`src/sv/go_to_goal_steering_defines.svh`:
```
// assertion macros for the go-to-goal steering block
// no dependencies; included by files that carry concurrent assertions
`ifndef GO_TO_GOAL_STEERING_DEFINES_SVH
`define GO_TO_GOAL_STEERING_DEFINES_SVH

// same-cycle implication, disabled during reset
`define GTG_ASSERT_IMP(label, clk, rst_n, ante, cons, msg) \
    label: assert property (@(posedge clk) disable iff (!rst_n) (ante) |-> (cons)) \
        else $error(msg);

// next-cycle implication, disabled during reset
`define GTG_ASSERT_NXT(label, clk, rst_n, ante, cons, msg) \
    label: assert property (@(posedge clk) disable iff (!rst_n) (ante) |=> (cons)) \
        else $error(msg);

`endif

```
`src/sv/gtg_pkg.sv`:
```
// shared types, constants and the arctangent table of the steering block
// no dependencies
`default_nettype none

package gtg_pkg;

    localparam int CORDIC_STEPS_DEF = 16;

    // field widths
    localparam int DELTA_W = 17;   // goal minus pose, exact
    localparam int DW      = 28;   // cordic x/y datapath
    localparam int ZW      = 24;   // cordic angle, Q3.20

    localparam logic signed [ZW-1:0] ANG_PI   = 24'sd3294199;
    localparam logic [15:0]          INV_GAIN = 16'd39797;

    // register reset values
    localparam logic [9:0]  LIN_GAIN_RST  = 10'd128;
    localparam logic [9:0]  ANG_GAIN_RST  = 10'd128;
    localparam logic [15:0] DIST_TOL_RST  = 16'd26;
    localparam logic [14:0] HEAD_TOL_RST  = 15'd410;

    typedef enum logic [1:0] {
        REG_LINEAR_GAIN  = 2'd0,
        REG_ANGULAR_GAIN = 2'd1,
        REG_DIST_TOL     = 2'd2,
        REG_HEAD_TOL     = 2'd3
    } cfg_reg_t;

    localparam logic OP_SET_GOAL = 1'b0;
    localparam logic OP_POSE     = 1'b1;

    typedef struct packed {
        logic busy;
        logic done;
    } cordic_stat_t;

    // atan(2^-i) in Q3.20
    function automatic logic signed [ZW-1:0] atan_q20(input logic [4:0] idx);
        logic signed [ZW-1:0] v;
        case (idx)
            5'd0:    v = 24'sd823550;
            5'd1:    v = 24'sd486170;
            5'd2:    v = 24'sd256879;
            5'd3:    v = 24'sd130396;
            5'd4:    v = 24'sd65451;
            5'd5:    v = 24'sd32757;
            5'd6:    v = 24'sd16383;
            5'd7:    v = 24'sd8192;
            5'd8:    v = 24'sd4096;
            5'd9:    v = 24'sd2048;
            5'd10:   v = 24'sd1024;
            5'd11:   v = 24'sd512;
            5'd12:   v = 24'sd256;
            5'd13:   v = 24'sd128;
            5'd14:   v = 24'sd64;
            5'd15:   v = 24'sd32;
            5'd16:   v = 24'sd16;
            5'd17:   v = 24'sd8;
            5'd18:   v = 24'sd4;
            5'd19:   v = 24'sd2;
            5'd20:   v = 24'sd1;
            default: v = 24'sd0;
        endcase
        return v;
    endfunction

endpackage

`default_nettype wire

```
`src/sv/gtg_cordic.sv`:
```
// iterative vectoring cordic: one shift-add step per cycle
// depends on gtg_pkg
`default_nettype none

module gtg_cordic
    import gtg_pkg::*;
#(
    parameter int STEPS = CORDIC_STEPS_DEF
) (
    input  wire logic                       clk,
    input  wire logic                       rst_n,
    input  wire logic                       start,
    input  wire logic signed [DELTA_W-1:0]  dx,
    input  wire logic signed [DELTA_W-1:0]  dy,
    output      cordic_stat_t               stat,
    output      logic signed [DW-1:0]       x_out,
    output      logic signed [ZW-1:0]       z_out
);

    localparam int                IDX_W = $clog2(STEPS);
    localparam logic [IDX_W-1:0]  LAST  = IDX_W'(STEPS - 1);

    logic signed [DW-1:0] x_reg, y_reg;
    logic signed [ZW-1:0] z_reg;
    logic [IDX_W-1:0]     cnt_reg;
    logic                 run_reg, done_reg;

    logic signed [DW-1:0] dx_s, dy_s, xs, ys;
    logic signed [ZW-1:0] at;

    // scale by 2^8 into the datapath width
    assign dx_s = {{(DW-DELTA_W-8){dx[DELTA_W-1]}}, dx, 8'd0};
    assign dy_s = {{(DW-DELTA_W-8){dy[DELTA_W-1]}}, dy, 8'd0};

    assign xs = x_reg >>> cnt_reg;
    assign ys = y_reg >>> cnt_reg;
    assign at = atan_q20(5'(cnt_reg));

    always_ff @(posedge clk or negedge rst_n)
    begin
        if (!rst_n)
        begin
            run_reg  <= 1'b0;
            done_reg <= 1'b0;
            cnt_reg  <= '0;
        end
        else
        begin
            done_reg <= 1'b0;
            if (start)
            begin
                run_reg <= 1'b1;
                cnt_reg <= '0;
            end
            else if (run_reg)
            begin
                if (cnt_reg == LAST)
                begin
                    run_reg  <= 1'b0;
                    done_reg <= 1'b1;
                end
                cnt_reg <= cnt_reg + 1'b1;
            end
        end
    end

    always_ff @(posedge clk)
    begin
        if (start)
        begin
            // left half plane: rotate by pi first
            if (dx[DELTA_W-1])
            begin
                x_reg <= -dx_s;
                y_reg <= -dy_s;
                z_reg <= dy[DELTA_W-1] ? -ANG_PI : ANG_PI;
            end
            else
            begin
                x_reg <= dx_s;
                y_reg <= dy_s;
                z_reg <= '0;
            end
        end
        else if (run_reg)
        begin
            if (!y_reg[DW-1])
            begin
                x_reg <= x_reg + ys;
                y_reg <= y_reg - xs;
                z_reg <= z_reg + at;
            end
            else
            begin
                x_reg <= x_reg - ys;
                y_reg <= y_reg + xs;
                z_reg <= z_reg - at;
            end
        end
    end

    assign stat.busy = run_reg;
    assign stat.done = done_reg;
    assign x_out     = x_reg;
    assign z_out     = z_reg;

endmodule

`default_nettype wire

```
`src/sv/go_to_goal_steering.sv`:
```
// go-to-goal steering: a set-goal transaction gives no result
// a pose transaction runs the cordic, then S_DIST and S_DEC, and S_FIN loads its result
// the next transaction is accepted only back in idle, after S_FIN has loaded the result
// the cordic does one shift-add iteration per cycle
// plus one shared multiplier used twice; rst_n restores default gains and tolerances
// and clears goal and task
`default_nettype none
`include "go_to_goal_steering_defines.svh"

module go_to_goal_steering
    import gtg_pkg::*;
#(
    parameter int CORDIC_STEPS = CORDIC_STEPS_DEF
) (
    input  wire logic               clk,
    input  wire logic               rst_n,
    // configuration write port
    input  wire logic               cfg_we,
    input  wire logic [1:0]         cfg_index,
    input  wire logic [15:0]        cfg_data,
    // input transaction
    input  wire logic               in_valid,
    output      logic               in_stall,
    input  wire logic               op,
    input  wire logic signed [15:0] pose_x,
    input  wire logic signed [15:0] pose_y,
    input  wire logic signed [14:0] pose_heading,
    input  wire logic signed [15:0] goal_x_in,
    input  wire logic signed [15:0] goal_y_in,
    // result transaction
    output      logic               out_valid,
    input  wire logic               out_stall,
    output      logic [15:0]        linear_speed,
    output      logic signed [15:0] angular_speed,
    output      logic               goal_reached,
    output      logic               turning
);

    // sequencer: idle, wait for cordic, distance multiply, gain multiply, finish
    typedef enum logic [4:0] {
        S_IDLE = 5'b00001,
        S_VEC  = 5'b00010,
        S_DIST = 5'b00100,
        S_DEC  = 5'b01000,
        S_FIN  = 5'b10000
    } state_t;

    state_t state_reg, state_next;

    // configuration registers
    logic [9:0]  lin_gain_reg, ang_gain_reg;
    logic [15:0] dist_tol_reg;
    logic [14:0] head_tol_reg;

    // task state
    logic signed [15:0] goal_x_reg, goal_y_reg;
    logic               armed_reg;

    // per-transaction working registers
    logic signed [14:0] heading_reg;
    logic [18:0]        dist_reg;
    logic signed [17:0] err_reg;
    logic [34:0]        scaled_reg;
    logic               reached_reg, turn_reg;

    // output register
    logic               out_valid_reg;
    logic [15:0]        lin_out_reg;
    logic signed [15:0] ang_out_reg;
    logic               reached_out_reg, turn_out_reg;

    logic in_acc, out_free, out_load, cordic_start;

    logic signed [DELTA_W-1:0] dx, dy;
    cordic_stat_t              cordic_stat;
    logic signed [DW-1:0]      cx;
    logic signed [ZW-1:0]      cz;

    logic [26:0] mul_a;
    logic [15:0] mul_b;
    logic [42:0] mul_p;
    logic [42:0] dist_sum;

    logic signed [ZW:0]  bearing_sum;
    logic signed [16:0]  bearing;
    logic [17:0]         mag;
    logic                reached_c, turn_c;
    logic [15:0]         lin_sat;
    logic signed [15:0]  ang_sat;

    // a new transaction only in idle; a pending result does not block it
    assign in_stall     = (state_reg != S_IDLE);
    assign in_acc       = in_valid && !in_stall;
    assign cordic_start = in_acc && (op == OP_POSE);

    assign out_free = !out_valid_reg || !out_stall;
    assign out_load = (state_reg == S_FIN) && out_free;

    // goal minus pose, exact in 17 bits
    assign dx = DELTA_W'(goal_x_reg) - DELTA_W'(pose_x);
    assign dy = DELTA_W'(goal_y_reg) - DELTA_W'(pose_y);

    gtg_cordic #(
        .STEPS (CORDIC_STEPS)
    ) u_cordic (
        .clk   (clk),
        .rst_n (rst_n),
        .start (cordic_start),
        .dx    (dx),
        .dy    (dy),
        .stat  (cordic_stat),
        .x_out (cx),
        .z_out (cz)
    );

    // bearing rounded from Q3.20 to Q3.12, error against heading
    assign bearing_sum = {cz[ZW-1], cz} + (ZW+1)'(128);
    assign bearing     = bearing_sum[ZW:8];

    // magnitude of the heading error
    assign mag = err_reg[17] ? 18'(-err_reg) : 18'(err_reg);

    assign reached_c = !armed_reg || (dist_reg <= {3'd0, dist_tol_reg});
    assign turn_c    = (mag > {3'd0, head_tol_reg});

    // shared multiplier: cordic magnitude times 1/K, then error or distance times gain
    always_comb
    begin
        mul_a = cx[26:0];
        mul_b = INV_GAIN;
        if (state_reg == S_DEC)
        begin
            if (turn_c)
            begin
                mul_a = {9'd0, mag};
                mul_b = {6'd0, ang_gain_reg};
            end
            else
            begin
                mul_a = {8'd0, dist_reg};
                mul_b = {6'd0, lin_gain_reg};
            end
        end
    end

    assign mul_p    = mul_a * mul_b;
    assign dist_sum = mul_p + (43'd1 << 23);

    // saturation of the scaled products
    assign lin_sat = (|scaled_reg[34:16]) ? 16'hFFFF : scaled_reg[15:0];

    always_comb
    begin
        if (err_reg[17])
        begin
            if (scaled_reg > 35'd32768)
                ang_sat = 16'sh8000;
            else
                ang_sat = 16'(-scaled_reg[15:0]);
        end
        else if (scaled_reg > 35'd32767)
            ang_sat = 16'sh7FFF;
        else
            ang_sat = scaled_reg[15:0];
    end

    // next state
    always_comb
    begin
        state_next = state_reg;
        unique case (state_reg)
            S_IDLE: if (cordic_start) state_next = S_VEC;
            S_VEC:  if (cordic_stat.done) state_next = S_DIST;
            S_DIST: state_next = S_DEC;
            S_DEC:  state_next = S_FIN;
            S_FIN:  if (out_free) state_next = S_IDLE;
            default: state_next = S_IDLE;
        endcase
    end

    // control registers
    always_ff @(posedge clk or negedge rst_n)
    begin
        if (!rst_n)
        begin
            state_reg     <= S_IDLE;
            lin_gain_reg  <= LIN_GAIN_RST;
            ang_gain_reg  <= ANG_GAIN_RST;
            dist_tol_reg  <= DIST_TOL_RST;
            head_tol_reg  <= HEAD_TOL_RST;
            goal_x_reg    <= '0;
            goal_y_reg    <= '0;
            armed_reg     <= 1'b0;
            out_valid_reg <= 1'b0;
        end
        else
        begin
            state_reg <= state_next;

            if (cfg_we)
            begin
                unique case (cfg_index)
                    REG_LINEAR_GAIN:  lin_gain_reg <= cfg_data[9:0];
                    REG_ANGULAR_GAIN: ang_gain_reg <= cfg_data[9:0];
                    REG_DIST_TOL:     dist_tol_reg <= cfg_data;
                    REG_HEAD_TOL:     head_tol_reg <= cfg_data[14:0];
                    default: ;
                endcase
            end

            // set-goal transaction arms the task
            if (in_acc && (op == OP_SET_GOAL))
            begin
                goal_x_reg <= goal_x_in;
                goal_y_reg <= goal_y_in;
                armed_reg  <= 1'b1;
            end
            else if (out_load && reached_reg)
                armed_reg <= 1'b0;

            if (out_load)
                out_valid_reg <= 1'b1;
            else if (!out_stall)
                out_valid_reg <= 1'b0;
        end
    end

    // datapath registers
    always_ff @(posedge clk)
    begin
        if (cordic_start)
            heading_reg <= pose_heading;

        if (state_reg == S_DIST)
        begin
            dist_reg <= dist_sum[42:24];
            err_reg  <= {bearing[16], bearing} - 18'(heading_reg);
        end

        if (state_reg == S_DEC)
        begin
            scaled_reg  <= mul_p[42:8];
            reached_reg <= reached_c;
            turn_reg    <= turn_c;
        end

        if (out_load)
        begin
            if (reached_reg)
            begin
                lin_out_reg     <= '0;
                ang_out_reg     <= '0;
                reached_out_reg <= 1'b1;
                turn_out_reg    <= 1'b0;
            end
            else if (turn_reg)
            begin
                lin_out_reg     <= '0;
                ang_out_reg     <= ang_sat;
                reached_out_reg <= 1'b0;
                turn_out_reg    <= 1'b1;
            end
            else
            begin
                lin_out_reg     <= lin_sat;
                ang_out_reg     <= '0;
                reached_out_reg <= 1'b0;
                turn_out_reg    <= 1'b0;
            end
        end
    end

    assign out_valid     = out_valid_reg;
    assign linear_speed  = lin_out_reg;
    assign angular_speed = ang_out_reg;
    assign goal_reached  = reached_out_reg;
    assign turning       = turn_out_reg;

    // finishing with a free output register must raise out_valid
    `GTG_ASSERT_NXT(a_fin_loads, clk, rst_n, out_load, out_valid, "result not presented")
    // the cordic only reports completion while the sequencer waits for it
    `GTG_ASSERT_IMP(a_cordic_done, clk, rst_n, cordic_stat.done, state_reg == S_VEC,
                    "stray cordic done")
    // turning and goal reached are exclusive, and turning means no forward speed
    `GTG_ASSERT_IMP(a_turn_excl, clk, rst_n, out_valid && turning,
                    !goal_reached && (linear_speed == 16'd0), "bad turning result")

endmodule

`default_nettype wire

```
`config.mk`:
```
export PLATFORM = sky130hd
export DESIGN_NAME = go_to_goal_steering
export DESIGN_NICKNAME = d
export VERILOG_FILES = /design/src/sv/gtg_pkg.sv /design/src/sv/gtg_cordic.sv /design/src/sv/go_to_goal_steering.sv
export VERILOG_INCLUDE_DIRS = /design/src /design/src/sv
export SDC_FILE = /design/constraint.sdc
export NUM_CORES = 2
export LEC_CHECK = 0
export BUFFER_PORTS_ARGS = -buffer_cell sky130_fd_sc_hd__buf_2
export CAP_MARGIN = 25
export CORE_MARGIN = 2
export CORE_UTILIZATION = 60
export DETAILED_ROUTE_END_ITERATION = 8
export PLACE_DENSITY = 0.87
export SLEW_MARGIN = 30
export SYNTH_ARGS = -nofsm -noshare
export SYNTH_HDL_FRONTEND = slang
export SYNTH_SLANG_ARGS = --single-unit
```
`constraint.sdc`:
```
create_clock -name clk -period 14.93 [get_ports clk]
set_input_delay 2.986 -clock clk [delete_from_list [all_inputs] [get_ports clk]]
set_output_delay 2.986 -clock clk [all_outputs]
set_load 0.05 [all_outputs]
```
==> impl_metrics.toml <==
[status]
status = "finished clean"

[timing]
max_slew_margin_pct = 32.7
grt_setup_unrepaired = "no"
setup_ws_ns = 2.90
setup_tns_ns = 0
tightest_slew_ns = 1.01
fin_skew_ns = 0.0190
min_period_over_period_pct = 80.6
min_period_ns = 12.03
whs_ns = 0.504
fmax_ghz = 0.0831
finalSetupViolations = 0
drv_slew = 0
hold_viol = 0

[cts]
cts_setup_buffers = 0
clk_pin_slew_ns = 0.06
htree_num_levels = 2
ctsResizeCount = 0
cts-root-buf = "clkbuf_16"
worst_skew_pair.late_latency_ns = 0.57
cts_tree = "built"
clock_sinks = 299
clockBufferDepth = 3
hold_buffers = 0
cts_inserted_buffers = 36

[drt]
avgRoutedWirePerCell_um = 18.6
drt-total-wl_um = 85700
drt_iter0_markers = 2553
via_count = 27500
first_pass_iters = 6
drtAntennaViolNets = 0
via_per_inst = 5.97
drc = 0

[logic_synthesis]
avgSynthCellArea_um2 = 9.40
synth_top_cell_area_share_pct = 17.5
syn_area_mm2 = 0.0349
synth_ff_type = "edfxtp_1"
yosysSeqAreaShare_pct = 24.4
yosysMostFrequentCell = "inv_1"
synth_edf_count = 203
yosysUniqueCellTypes = 92
yosysTopAreaCell = "edfxtp_1"
yosysWarningCount = 0
ys_ff_latch = 299
yosys-top-cells-area = "edfxtp_1, fa_1, ha_1"
async_reset_ff_share_pct = 32.1
syn-instance-count = 3709
synth_common_cells = "inv_1, nand2_1, ha_1"

[place]
placed_area_mm2 = 0.0364
hpwl_um = 66500
gp_routability_congestion = 0.971
io_buffers = 138
dp_slack_ns = 2.82

[global_routing]
antenna_found_initial = 1
grt_pass1_vias = 27900
grt_max_degree = 76
grt_pass1_wl_um = 139000
grt_overflow = 0
track_usage_pct = 28.7

[hold_path]
worstHoldStart = "lin_gain_reg[5]"
hp-class = "flip-flop to flip-flop"

[critical_path]
max_stage_delay_ns = 0.67
crit_slowest_cell = "o21bai_1"
critical_path_arrival_ns = 12.33
cp.required_ns = 15.23
r2r-start = "err_reg[0]"
r2r_slack_ns = 2.90
path_class = "flip-flop to flip-flop"
path_max_fanout = 19
crit_start = "err_reg[0]"
endpoint_kind = "flip-flop"
cp-start-kind = "flip-flop"

[layout]
drive_gt1_share_pct = 11.8
multi_input_area_mm2 = 0.0240
n_fill_cell = 4378
seq_area_mm2 = 0.00852
design_area_mm2 = 0.0376
num-nets-final = 4521
largest_reg_flops = 35
area_delta_synth_final_pct = 7.95

[floorplanning]
fp.dieArea_mm2 = 0.0601
std_cell_rows = 88
ios = 139
initial_core_util_pct = 60.6
dieHeight_um = 245
die_width_um = 245
core_area_mm2 = 0.0576

[flow_run]
max-cap-violations = 0
==> per-stage QoR <==
| step | std cells | util, % |
|---|---|---|
| 3_5_place_dp | 4540 | 63.2 |
| 5_1_grt | 4609 | 65.4 |
| 3_3_place_gp | 4538 | 63.1 |
| 6_report | 4609 | 65.4 |
| 4_1_cts | 4606 | 65.3 |
| 2_1_floorplan | 3731 | - |
==> metal layers <==
metal / global-route usage, % / vias up / share of wire, % / wire, um
met5: 0 / - / 0 / 0
li1: - / 12900 / - / -
met3: 4.68 / 258 / 7.2 / 6130
met2: 49.8 / 1166 / 49 / 42000
met1: 35.1 / 13200 / 39 / 33600
met4: 13.0 / 0 / 4.7 / 3990
==> cells in the final DEF (no fill, tap or decap), drive strengths merged, types with 13 or more instances in the layout <==
master | synthesis | layout
edfxtp | 203 | 203
xnor2 | 163 | 163
nor2 | 319 | 319
o21ai | 153 | 153
and2 | 57 | 57
nor2b | 31 | 31
fa | 275 | 275
clkbuf | 86 | 48
o22ai | 18 | 18
mux4 | 57 | 57
o21a | 30 | 30
a211oi | 22 | 22
buf | 35 | 167
a21boi | 20 | 20
nand3 | 63 | 63
conb | 2 | 24
ha | 328 | 328
mux2i | 63 | 63
o21bai | 15 | 15
a21o | 53 | 53
a21oi | 170 | 170
nor3b | 13 | 13
xor2 | 95 | 95
a31oi | 40 | 40
nor3 | 55 | 55
dfrtp | 85 | 85
or2 | 21 | 21
nand2 | 331 | 331
o31ai | 16 | 16
mux2 | 103 | 103
nand4 | 27 | 27
or3 | 23 | 23
nor4 | 20 | 20
nand2b | 21 | 21
inv | 524 | 528
and3 | 32 | 32
==> layout make-up <==
type                       instances  share of cell area [%]
multi-input combinational       2785                    63.9
sequential                       299                    22.6
inverter                         526                    5.25
timing repair buffer             167                    2.55
tap                              765                    2.54
clock buffer                      48                    2.54
clock inverter                    18                   0.625
antenna                            1                 0.00665
==> cell families (layout without fill, tap and decap cells) <==
kind of cell / after synthesis / after routing / synth area share [%]
buffers and inverters: 647 / 759 / 7.04
adders and majority gates: 603 / 603 / 27.6
other: 2 / 25 / 0.0215
AOI/OAI and AO/OA: 625 / 625 / 11.4
and+or+nand+nor: 1052 / 1052 / 14.2
xor gates and xnor gates: 258 / 258 / 6.50
muxes: 223 / 223 / 8.82
DFF: 299 / 299 / 24.4
==> path summary, 6_finish.rpt <==
kind,to,depth (start not counted)
hold reg to reg,lin_gain_reg[5],1
setup / recovery,dist_reg[16],42
hold / removal,lin_gain_reg[5],1
max in group asynchronous,u_cordic.cnt_reg[0],2
min in group asynchronous,dist_tol_reg[7],1
setup reg to reg,dist_reg[16],42
==> critical path: cells and delay by family (launching register included) <==
kind	cells	cell delay, ns
flip-flops	1	0.45
adder cells (fa/ha/maj)	9	3.76
multiplexers	1	0.14
AND/OR/NAND/NOR	8	2.14
AO/OA/AOI/OAI	15	4.08
XOR/XNOR	2	0.38
buffers and inverters	7	0.83
Power is not shown: default switching activity piles up to over one toggle a cycle in this logic, so the estimate is an artifact.
